<file path="src/hdl/led_sign_pixel_colorizer_assert.svh">
// assertion macros for the pixel colorizer
`ifndef LED_SIGN_PIXEL_COLORIZER_ASSERT_SVH
`define LED_SIGN_PIXEL_COLORIZER_ASSERT_SVH

// consequent checked in the same cycle
`define LSPC_ASSERT_SAME(lbl, ante, cons) \
  lbl: assert property (@(posedge clk_i) disable iff (!rst_ni) (ante) |-> (cons)) \
    else $error("lspc check failed");

// consequent checked in the cycle after the antecedent
`define LSPC_ASSERT_NEXT(lbl, ante, cons) \
  lbl: assert property (@(posedge clk_i) disable iff (!rst_ni) (ante) |=> (cons)) \
    else $error("lspc check failed");

`endif

</file>
<file path="src/hdl/lspc_pkg.sv">
`timescale 1ns / 1ps

package lspc_pkg;

  // colour styles
  typedef enum logic [2:0] {
    StyleSolid     = 3'd0,
    StyleRainbow   = 3'd1,
    StylePalette   = 3'd2,
    StyleBreathe   = 3'd3,
    StyleSparkle   = 3'd4,
    StyleBlink     = 3'd5,
    StyleAlternate = 3'd6
  } lspc_style_e;

  // configuration register indexes
  typedef enum logic [1:0] {
    RegStyle  = 2'd0,
    RegColorA = 2'd1,
    RegColorB = 2'd2
  } lspc_reg_e;

  // per-stage load enables shared with the sub-units
  typedef struct packed {
    logic s1;
    logic s2;
    logic s3;
  } lspc_adv_t;

  localparam int unsigned XW   = 6;
  localparam int unsigned YW   = 3;
  localparam int unsigned FW   = 32;
  localparam int unsigned RgbW = 24;

  localparam logic [RgbW-1:0] White = 24'hFFFFFF;
  localparam logic [RgbW-1:0] Black = 24'h000000;

  localparam logic [RgbW-1:0] Palette [4] = '{24'hFF0000, 24'hFFC800, 24'h00FF00, 24'hFFFFFF};

  localparam logic [31:0] HashMulX = 32'd73856093;
  localparam logic [31:0] HashMulY = 32'd19349663;
  // (f - f mod 3) times the inverse of 3 mod 2^32 is f/3 exactly, so this folds both
  localparam logic [31:0] HashMulT = 32'(64'hAAAAAAAB * 64'd83492791);

  // breathe factors, unsigned q1.15
  function automatic logic [15:0] breathe_k(input logic [5:0] idx);
    logic [15:0] k;
    case (idx)
      6'd0:  k = 16'd25395;  6'd1:  k = 16'd26549;  6'd2:  k = 16'd27674;
      6'd3:  k = 16'd28742;  6'd4:  k = 16'd29729;  6'd5:  k = 16'd30609;
      6'd6:  k = 16'd31360;  6'd7:  k = 16'd31964;  6'd8:  k = 16'd32407;
      6'd9:  k = 16'd32677;  6'd10: k = 16'd32768;  6'd11: k = 16'd32677;
      6'd12: k = 16'd32407;  6'd13: k = 16'd31964;  6'd14: k = 16'd31360;
      6'd15: k = 16'd30609;  6'd16: k = 16'd29729;  6'd17: k = 16'd28742;
      6'd18: k = 16'd27674;  6'd19: k = 16'd26549;  6'd20: k = 16'd25395;
      6'd21: k = 16'd24242;  6'd22: k = 16'd23117;  6'd23: k = 16'd22048;
      6'd24: k = 16'd21062;  6'd25: k = 16'd20182;  6'd26: k = 16'd19430;
      6'd27: k = 16'd18826;  6'd28: k = 16'd18383;  6'd29: k = 16'd18113;
      6'd30: k = 16'd18022;  6'd31: k = 16'd18113;  6'd32: k = 16'd18383;
      6'd33: k = 16'd18826;  6'd34: k = 16'd19430;  6'd35: k = 16'd20182;
      6'd36: k = 16'd21062;  6'd37: k = 16'd22048;  6'd38: k = 16'd23117;
      6'd39: k = 16'd24242;
      default: k = 16'd0;
    endcase
    return k;
  endfunction

endpackage

</file>
<file path="src/hdl/led_sign_pixel_colorizer.sv">
`timescale 1ns / 1ps

// pixel colour unit for a scrolling led sign: each transfer on the input
// channel carries one pixel (column, row, frame number, lit flag) and yields
// exactly one 24-bit 0xRRGGBB colour on the output channel, in order. it is a
// five-stage pipeline with a valid bit per stage, so one pixel is taken every
// cycle while in_stall_o is low; a stage only holds when it and every stage
// after it are full and the output is stalled, so bubbles are squeezed out
// and in_stall_o rises only when the whole pipe is full. the user must write
// the style and the two colours through the configuration port (index 0
// style, 1 colour a, 2 colour b) only while no pixel is in flight; the block
// does not enforce this. cfg_ready_o is always high and index 3 is ignored.
module led_sign_pixel_colorizer import lspc_pkg::*; (
  input  logic            clk_i,
  input  logic            rst_ni,
  // pixel input channel
  input  logic            in_valid_i,
  output logic            in_stall_o,
  input  logic [XW-1:0]   x_pos_i,
  input  logic [YW-1:0]   y_pos_i,
  input  logic [FW-1:0]   frame_count_i,
  input  logic            lit_i,
  // colour output channel
  output logic            out_valid_o,
  input  logic            out_stall_i,
  output logic [RgbW-1:0] rgb_o,
  // configuration write channel
  input  logic            cfg_valid_i,
  output logic            cfg_ready_o,
  input  logic [1:0]      cfg_index_i,
  input  logic [RgbW-1:0] cfg_data_i
);

  localparam int unsigned NumStages = 5;

  // configuration
  logic [2:0]      style_q;
  logic [RgbW-1:0] color_a_q;
  logic [RgbW-1:0] color_b_q;

  // pipeline control
  logic [NumStages-1:0] v_q;
  logic [NumStages-1:0] en;
  lspc_adv_t            adv;

  // stage 1
  logic            lit1_q;
  logic [3:0]      col1_d, col1_q;
  logic [FW-1:0]   f1_q;
  logic [31:0]     hxy1_d, hxy1_q;
  logic [11:0]     col_prod;
  // stage 2
  logic            lit2_q;
  logic [3:0]      col2_q;
  logic [FW-1:0]   f2_q;
  logic [31:0]     hxy2_q;
  logic [1:0]      m3;
  logic [2:0]      m5;
  logic [3:0]      m9;
  // stage 3
  logic            lit3_q;
  logic [1:0]      pal3_d, pal3_q;
  logic            alt3_q;
  logic            blink3_q;
  logic [5:0]      bidx3_q;
  logic [3:0]      spnib3_d, spnib3_q;
  logic [31:0]     spark_h;
  logic [7:0]      crt;
  logic [RgbW-1:0] rain3;
  // stage 4
  logic            lit4_q;
  logic [1:0]      pal4_q;
  logic            alt4_q;
  logic            blink4_q;
  logic            spark4_q;
  logic [15:0]     k4_q;
  logic [RgbW-1:0] rain4_q;
  // stage 5 (output register)
  logic [23:0]     prod_r, prod_g, prod_b;
  logic [RgbW-1:0] rgb_d, rgb_q;

  // ---------------------------------------------------------------------
  // handshake and stage enables: a stage loads when it is empty or the
  // stage behind it moves on
  // ---------------------------------------------------------------------
  always_comb begin
    en[NumStages-1] = !v_q[NumStages-1] || !out_stall_i;
    for (int i = NumStages - 2; i >= 0; i--) begin
      en[i] = !v_q[i] || en[i+1];
    end
  end

  assign adv.s1 = en[0];
  assign adv.s2 = en[1];
  assign adv.s3 = en[2];

  assign in_stall_o  = !en[0];
  assign out_valid_o = v_q[NumStages-1];
  assign rgb_o       = rgb_q;
  assign cfg_ready_o = 1'b1;

  always_ff @(posedge clk_i or negedge rst_ni) begin
    if (!rst_ni) begin
      v_q <= '0;
    end else begin
      if (en[0]) v_q[0] <= in_valid_i;
      for (int i = 1; i < NumStages; i++) begin
        if (en[i]) v_q[i] <= v_q[i-1];
      end
    end
  end

  // ---------------------------------------------------------------------
  // configuration registers
  // ---------------------------------------------------------------------
  always_ff @(posedge clk_i or negedge rst_ni) begin
    if (!rst_ni) begin
      style_q   <= StyleSolid;
      color_a_q <= Black;
      color_b_q <= Black;
    end else if (cfg_valid_i && cfg_ready_o) begin
      unique case (lspc_reg_e'(cfg_index_i))
        RegStyle:  style_q   <= cfg_data_i[2:0];
        RegColorA: color_a_q <= cfg_data_i;
        RegColorB: color_b_q <= cfg_data_i;
        default:   ;
      endcase
    end
  end

  // ---------------------------------------------------------------------
  // sub-units: frame residues (mod 3, 5, 9) and the hue ramp
  // ---------------------------------------------------------------------
  lspc_residue u_residue (
    .clk_i,
    .adv_i         (adv),
    .frame_count_i (frame_count_i),
    .m3_o          (m3),
    .m5_o          (m5),
    .m9_o          (m9)
  );

  lspc_hue u_hue (
    .clk_i,
    .adv_i       (adv),
    .x_pos_i     (x_pos_i),
    .frame_low_i (frame_count_i[15:0]),
    .rgb_o       (rain3)
  );

  // ---------------------------------------------------------------------
  // stage 1: column (x/6 as x*43>>8, exact for six-bit x) and the
  // position part of the sparkle hash
  // ---------------------------------------------------------------------
  assign col_prod = 12'(x_pos_i) * 12'd43;
  assign col1_d   = col_prod[11:8];
  assign hxy1_d   = (32'(x_pos_i) * HashMulX) ^ (32'(y_pos_i) * HashMulY);

  always_ff @(posedge clk_i) begin
    if (en[0]) begin
      lit1_q <= lit_i;
      col1_q <= col1_d;
      f1_q   <= frame_count_i;
      hxy1_q <= hxy1_d;
    end
  end

  // ---------------------------------------------------------------------
  // stage 2: carry forward while the residues settle
  // ---------------------------------------------------------------------
  always_ff @(posedge clk_i) begin
    if (en[1]) begin
      lit2_q <= lit1_q;
      col2_q <= col1_q;
      f2_q   <= f1_q;
      hxy2_q <= hxy1_q;
    end
  end

  // ---------------------------------------------------------------------
  // stage 3: frame term of the hash, breathe index by crt from f mod 8
  // and f mod 5, blink phase from f mod 18
  // ---------------------------------------------------------------------
  always_comb begin
    spark_h  = hxy2_q ^ ((f2_q - 32'(m3)) * HashMulT);
    spnib3_d = spark_h[3:0] ^ spark_h[16:13];
    pal3_d   = col2_q[1:0] + f2_q[3:2];
    crt      = 8'(f2_q[2:0]) * 8'd25 + 8'(m5) * 8'd16;
    for (int i = 0; i < 5; i++) begin
      if (crt >= 8'd40) crt = crt - 8'd40;
    end
  end

  always_ff @(posedge clk_i) begin
    if (en[2]) begin
      lit3_q   <= lit2_q;
      pal3_q   <= pal3_d;
      alt3_q   <= col2_q[0];
      // floor(f/9) is odd when f mod 18 >= 9, i.e. parity of f and f mod 9 differ
      blink3_q <= m9[0] ^ f2_q[0];
      bidx3_q  <= crt[5:0];
      spnib3_q <= spnib3_d;
    end
  end

  // ---------------------------------------------------------------------
  // stage 4: breathe factor lookup and sparkle decision
  // ---------------------------------------------------------------------
  always_ff @(posedge clk_i) begin
    if (en[3]) begin
      lit4_q   <= lit3_q;
      pal4_q   <= pal3_q;
      alt4_q   <= alt3_q;
      blink4_q <= blink3_q;
      spark4_q <= spnib3_q < 4'd2;
      k4_q     <= breathe_k(bidx3_q);
      rain4_q  <= rain3;
    end
  end

  // ---------------------------------------------------------------------
  // stage 5: channel scaling and style select into the output register
  // ---------------------------------------------------------------------
  assign prod_r = 24'(color_a_q[23:16]) * 24'(k4_q);
  assign prod_g = 24'(color_a_q[15:8])  * 24'(k4_q);
  assign prod_b = 24'(color_a_q[7:0])   * 24'(k4_q);

  always_comb begin
    rgb_d = Black;
    if (lit4_q) begin
      case (lspc_style_e'(style_q))
        StyleSolid:     rgb_d = color_a_q;
        StyleRainbow:   rgb_d = rain4_q;
        StylePalette:   rgb_d = Palette[pal4_q];
        StyleBreathe:   rgb_d = {prod_r[22:15], prod_g[22:15], prod_b[22:15]};
        StyleSparkle:   rgb_d = spark4_q ? White : color_a_q;
        StyleBlink:     rgb_d = blink4_q ? Black : color_a_q;
        StyleAlternate: rgb_d = alt4_q ? color_b_q : color_a_q;
        default:        rgb_d = Black;
      endcase
    end
  end

  always_ff @(posedge clk_i) begin
    if (en[4]) rgb_q <= rgb_d;
  end

  // ---------------------------------------------------------------------
  // checks
  // ---------------------------------------------------------------------
  `include "led_sign_pixel_colorizer_assert.svh"

  `LSPC_ASSERT_SAME(a_stall_only_when_full, in_stall_o, (&v_q))
  `LSPC_ASSERT_NEXT(a_unlit_black, v_q[3] && en[4] && !lit4_q, rgb_o == Black)
  `LSPC_ASSERT_NEXT(a_solid_colour, v_q[3] && en[4] && lit4_q && style_q == StyleSolid, rgb_o == color_a_q)

endmodule

</file>
<file path="src/hdl/lspc_residue.sv">
`timescale 1ns / 1ps

module lspc_residue import lspc_pkg::*; (
  input  logic          clk_i,
  input  lspc_adv_t     adv_i,
  input  logic [FW-1:0] frame_count_i,
  output logic [1:0]    m3_o,
  output logic [2:0]    m5_o,
  output logic [3:0]    m9_o
);

  logic [6:0] nsum_d, nsum_q;
  logic [8:0] csum_d, csum_q;
  logic [4:0] a16;
  logic [4:0] r5;
  logic [4:0] r3;
  logic [6:0] r9;
  logic [1:0] m3_q;
  logic [2:0] m5_q;
  logic [3:0] m9_q;

  // 16 = 1 mod 3 and mod 5, 64 = 1 mod 9: digit sums keep the residues
  always_comb begin
    nsum_d = 7'(frame_count_i[3:0])   + 7'(frame_count_i[7:4])
           + 7'(frame_count_i[11:8])  + 7'(frame_count_i[15:12])
           + 7'(frame_count_i[19:16]) + 7'(frame_count_i[23:20])
           + 7'(frame_count_i[27:24]) + 7'(frame_count_i[31:28]);
    csum_d = 9'(frame_count_i[5:0])   + 9'(frame_count_i[11:6])
           + 9'(frame_count_i[17:12]) + 9'(frame_count_i[23:18])
           + 9'(frame_count_i[29:24]) + 9'(frame_count_i[31:30]);
  end

  always_ff @(posedge clk_i) begin
    if (adv_i.s1) begin
      nsum_q <= nsum_d;
      csum_q <= csum_d;
    end
  end

  always_comb begin
    a16 = 5'(nsum_q[6:4]) + 5'(nsum_q[3:0]);
    r5  = a16;
    for (int i = 0; i < 4; i++) begin
      if (r5 >= 5'd5) r5 = r5 - 5'd5;
    end
    r3 = a16;
    for (int i = 0; i < 7; i++) begin
      if (r3 >= 5'd3) r3 = r3 - 5'd3;
    end
    r9 = 7'(csum_q[8:6]) + 7'(csum_q[5:0]);
    for (int i = 0; i < 7; i++) begin
      if (r9 >= 7'd9) r9 = r9 - 7'd9;
    end
  end

  always_ff @(posedge clk_i) begin
    if (adv_i.s2) begin
      m3_q <= r3[1:0];
      m5_q <= r5[2:0];
      m9_q <= r9[3:0];
    end
  end

  assign m3_o = m3_q;
  assign m5_o = m5_q;
  assign m9_o = m9_q;

endmodule

</file>
<file path="src/hdl/lspc_hue.sv">
`timescale 1ns / 1ps

module lspc_hue import lspc_pkg::*; (
  input  logic            clk_i,
  input  lspc_adv_t       adv_i,
  input  logic [XW-1:0]   x_pos_i,
  input  logic [15:0]     frame_low_i,
  output logic [RgbW-1:0] rgb_o
);

  logic [15:0]     hue_d, hue_q;
  logic [26:0]     prod;
  logic [10:0]     h_d, h_q;
  logic [10:0]     rr, gg, bb;
  logic [RgbW-1:0] rgb_d, rgb_q;

  // hue wraps modulo 2^16
  assign hue_d = 16'(x_pos_i) * 16'd1200 + frame_low_i * 16'd400;

  always_ff @(posedge clk_i) begin
    if (adv_i.s1) hue_q <= hue_d;
  end

  // scale to 0..1530 with rounding
  assign prod = 27'(hue_q) * 27'd1530 + 27'd32768;
  assign h_d  = prod[26:16];

  always_ff @(posedge clk_i) begin
    if (adv_i.s2) h_q <= h_d;
  end

  always_comb begin
    rr = 11'd0;
    gg = 11'd0;
    bb = 11'd0;
    if (h_q < 11'd510) begin
      if (h_q < 11'd255) begin
        rr = 11'd255;
        gg = h_q;
      end else begin
        rr = 11'd510 - h_q;
        gg = 11'd255;
      end
    end else if (h_q < 11'd1020) begin
      if (h_q < 11'd765) begin
        gg = 11'd255;
        bb = h_q - 11'd510;
      end else begin
        gg = 11'd1020 - h_q;
        bb = 11'd255;
      end
    end else if (h_q < 11'd1530) begin
      if (h_q < 11'd1275) begin
        rr = h_q - 11'd1020;
        bb = 11'd255;
      end else begin
        rr = 11'd255;
        bb = 11'd1530 - h_q;
      end
    end else begin
      rr = 11'd255;
    end
    rgb_d = {rr[7:0], gg[7:0], bb[7:0]};
  end

  always_ff @(posedge clk_i) begin
    if (adv_i.s3) rgb_q <= rgb_d;
  end

  assign rgb_o = rgb_q;

endmodule

</file>
<file path="config.mk">
export PLATFORM = sky130hd
export DESIGN_NAME = led_sign_pixel_colorizer
export DESIGN_NICKNAME = d
export VERILOG_FILES = /design/src/hdl/lspc_pkg.sv /design/src/hdl/led_sign_pixel_colorizer.sv /design/src/hdl/lspc_residue.sv /design/src/hdl/lspc_hue.sv
export VERILOG_INCLUDE_DIRS = /design/src /design/src/hdl
export SDC_FILE = /design/constraint.sdc
export NUM_CORES = 2
export LEC_CHECK = 0
export BUFFER_PORTS_ARGS = -buffer_cell sky130_fd_sc_hd__buf_2
export CAP_MARGIN = 20
export CORE_AREA = 2 2 402 304
export CTS_BUF_LIST = sky130_fd_sc_hd__clkbuf_4 sky130_fd_sc_hd__clkbuf_8
export DETAILED_ROUTE_END_ITERATION = 16
export DIE_AREA = 0 0 404 306
export HOLD_SLACK_MARGIN = 0.05
export PLACE_DENSITY = 0.48
export SLEW_MARGIN = 20
export SYNTH_ARGS = -nofsm -noshare
export SYNTH_HDL_FRONTEND = slang
export SYNTH_SLANG_ARGS = --single-unit
</file>
<file path="constraint.sdc">
create_clock -name clk_i -period 24.9 [get_ports clk_i]
set_input_delay 6.225 -clock clk_i [delete_from_list [all_inputs] [get_ports clk_i]]
set_output_delay 6.225 -clock clk_i [all_outputs]
set_load 0.05 [all_outputs]
</file>
==> results.py <==
metrics = {
    "cts": {
        "clock-sinks": 261,
        "clk_latency_ns": 0.64,
        "path_clk_slew_ns": 0.06,
        "htree_levels": 2,
        "clock_path_buffers": 3,
        "cts-resized-gates": 0,
        "cts_hold_buf": 0,
        "cts-root-buf": "clkbuf_8",
        "cts_tree": "built",
        "cts_setup_buffers": 0,
        "numCtsBuffers": 47,
    },
    "global_routing": {
        "grt_max_degree": 57,
        "grt-ovfl-total": 0,
        "antenna_found_initial": 3,
        "gr-usage-all-layers_pct": 14.47,
        "grt_pass1_wl_mm": 144.4,
        "first_global_vias": 25833,
    },
    "synthesis": {
        "synth_top_family_by_area": "adder cells",
        "seq_area_frac_synth_pct": 21.14,
        "syn_avg_cell_area_um2": 9.705,
        "syn-cell-area_um2": 35750,
        "yosys_register_bits": 261,
        "synthSimpleGateAreaFrac_pct": 11.88,
        "synthCells": 3684,
        "synth_fa_ha_area_share_pct": 38.77,
        "synth-main-ff-cell": "edfxtp_1",
        "yosys.area.top_type_share_pct": 23.12,
        "yosysUniqueCellTypes": 107,
        "synthMostInstantiatedCell": "inv_1",
        "synthTopCellsByArea": "fa_1 (23%), edfxtp_1 (17%), ha_1 (16%)",
        "synth_nets": 4617,
        "synth_compound_area_share_pct": 11.71,
        "synth_mux_area_share_pct": 2.310,
        "yosysWarnings": 0,
        "yosys.area.top_type": "fa_1",
        "async_reset_ff_share_pct": 21.46,
        "synth_common_cells": "inv_1 (640), ha_1 (447), fa_1 (413)",
        "synth_edf_count": 205,
        "synth_xor_area_share_pct": 5.848,
    },
    "critical_path": {
        "r2r_cells": 40,
        "reg2reg_slack_ns": 14.91,
        "crit_start": "out_stall_i",
        "rr_endpoint": "u_residue.m3_o[1]",
        "critPathLaunchType": "input pin",
        "path_cells": "buf_2 -> and3_1 -> nand4_1 -> buf_4 -> inv_1 -> buf_2",
        "end_kind": "output port",
        "crit_top_cell": "buf_2",
        "critPathSlowestCell": "buf_4",
        "required_ns": 18.67,
        "worstPathMaxFanout": 56,
        "endpoint": "in_stall_o",
        "cp.arrival_ns": 7.54,
        "worstSetupPathType": "input pin to output port",
        "r2r-start": "u_residue.nsum_q[0]",
        "cpPeakStageDelay_ns": 0.57,
    },
    "place": {
        "gp_congestion": 0.8331,
        "hpwl_mm": 68.00,
        "portBuffers": 98,
    },
    "timing": {
        "slew_viol_final": 0,
        "tightest_slew_ns": 1.073,
        "setup_tns_ns": 0,
        "fmax_mhz": 72.63,
        "rsz0062_at_grt": "false",
        "maxSlewHeadroom_pct": 28.49,
        "period_minus_slack_ns": 13.77,
        "period_share_pct": 55.30,
        "clock_skew_ns": 0.05259,
        "hold_violations": 0,
        "finalSetupViolations": 0,
    },
    "final_layout": {
        "final_nets": 4669,
        "multiInputGateArea_um2": 25220,
        "final-seq-area_um2": 7557,
        "drive_above_1_share_pct": 9.141,
        "area_growth_pct": 9.288,
        "fillerInstances": 12310,
    },
    "floorplan": {
        "std_cell_rows": 110,
        "die_w_um": 404,
        "die_y_um": 306,
        "dieArea_um2": 123600,
        "initial_core_util_pct": 29.93,
        "core_um2": 119500,
        "pin_count": 100,
    },
    "detailed_routing": {
        "vias": 25129,
        "drt_iter0_drc": 1506,
        "drtPass1Iterations": 5,
        "viasPerCell": 4.703,
        "drc": 0,
        "wl_per_cell_um": 16.37,
        "routed_wl_mm": 87.47,
        "drtAntennaViolNets": 0,
    },
    "flow_run": {
        "cap_violations": 0,
    },
    "worst_hold_path": {
        "hold_path_class": "flop to flop",
    },
    "run_status": {
        "status": "finished clean",
    },
}
[final cells by class]
cell class / count / area share [%]
Multi-Input combinational cell: 2635 / 64.55
Sequential cell: 261 / 19.34
Clock buffer: 59 / 1.934
Antenna cell: 1 / 0.006404
Inverter: 642 / 6.167
Tap cell: 1568 / 5.021
Timing Repair Buffer: 149 / 2.235
Clock inverter: 28 / 0.7429
[cell usage in the layout (no fill, tap or decap), types with 10 or more instances in the layout]
| cell | Yosys | routed |
|---|---|---|
| nor2b_1 | 27 | 27 |
| or3_1 | 12 | 12 |
| edfxtp_1 | 205 | 205 |
| ha_1 | 447 | 447 |
| nand2b_1 | 27 | 27 |
| o22ai_1 | 12 | 12 |
| nor3_1 | 34 | 34 |
| mux2i_1 | 15 | 15 |
| nand3_1 | 35 | 34 |
| inv_1 | 640 | 639 |
| o21ai_0 | 125 | 124 |
| a21oi_1 | 142 | 142 |
| buf_2 | 6 | 98 |
| fa_1 | 413 | 413 |
| a221o_1 | 13 | 13 |
| nor2_1 | 120 | 120 |
| o21bai_1 | 29 | 29 |
| buf_4 | 2 | 51 |
| o211ai_1 | 17 | 17 |
| mux2_2 | 58 | 58 |
| o31ai_1 | 10 | 10 |
| clkbuf_8 | 0 | 50 |
| a211o_1 | 11 | 11 |
| nand2_1 | 347 | 346 |
| a31oi_1 | 26 | 26 |
| xnor2_1 | 150 | 150 |
| and2_1 | 170 | 170 |
| a221oi_1 | 18 | 18 |
| nor4_1 | 14 | 14 |
| a211oi_1 | 16 | 16 |
| xor2_1 | 78 | 78 |
| and3_1 | 12 | 12 |
| o21a_1 | 16 | 16 |
| nand4_1 | 10 | 10 |
| clkinv_2 | 0 | 11 |
| dfrtp_1 | 56 | 56 |
| a21o_1 | 50 | 50 |
[state kept, by name, indices dropped and copies added, names as in the netlist, 3 cells and up]
name	count
color_a_q	24
style_q	3
hxy1_q	6
u_hue.rgb_o	24
f1_q	17
hxy2_q	6
k4_q	16
u_hue.h_q	11
u_hue.hue_q	12
u_residue.m5_o	3
rgb_o	24
v_q	5
color_b_q	24
u_residue.nsum_q	7
spnib3_q	3
u_residue.csum_q	9
f2_q	17
rain4_q	24
bidx3_q	6
[per-stage QoR]
step	instances	cell area [um2]	hold WS (ns)	util, %	setup slack (ns)
after detailed placement	5255	38030	0.4045	31.83	11.05
after global routing	5343	39080	0.4233	32.71	10.95
after floorplan	3684	35750	0.4003	-	9.632
final	5343	39080	0.4097	32.71	11.13
after global placement	5255	38030	0.4013	31.83	11.02
after CTS	5342	39070	0.4175	32.71	11.05
[worst min-delay path by stage]
stage	start	endpoint	slack [ns]	cells after the start
3_3_place_gp	u_hue.rgb_o[13]	rain4_q[13]	0.40	0
4_1_cts	u_hue.rgb_o[7]	rain4_q[7]	0.42	0
6_report	blink3_q	blink4_q	0.41	0
3_5_place_dp	u_hue.rgb_o[12]	rain4_q[12]	0.40	0
2_1_floorplan	alt3_q	alt4_q	0.40	0
5_1_grt	hxy1_q[3]	hxy2_q[3]	0.42	0
[logic make-up after synthesis]
group           Yosys count
buf+inv                 788
flops                   261
mux                      74
compound gates          607
other cells               1
fa+ha+maj               860
xor+xnor                233
simple gates            860
[per-layer routing]
metal  routed length (um)  GRT usage, %  vias up  part of all wire (%)
met5                    0             0        -                     0
met4                 1026         2.221        0                   1.2
met3                 3341         1.695       69                   3.8
met2                36980         21.63      396                    42
met1                46130         22.51    12342                    53
li1                     -             -    12322                     -
[worst max-delay path, delay by kind of cell]
kind / cells / cell delay, ns
buffers and inverters: 4 / 0.99
and+or+nand+nor: 2 / 0.30
Power is left out: the tool's default activity adds up to more than one toggle a clock period on the data nets, which glitch-free logic cannot reach.
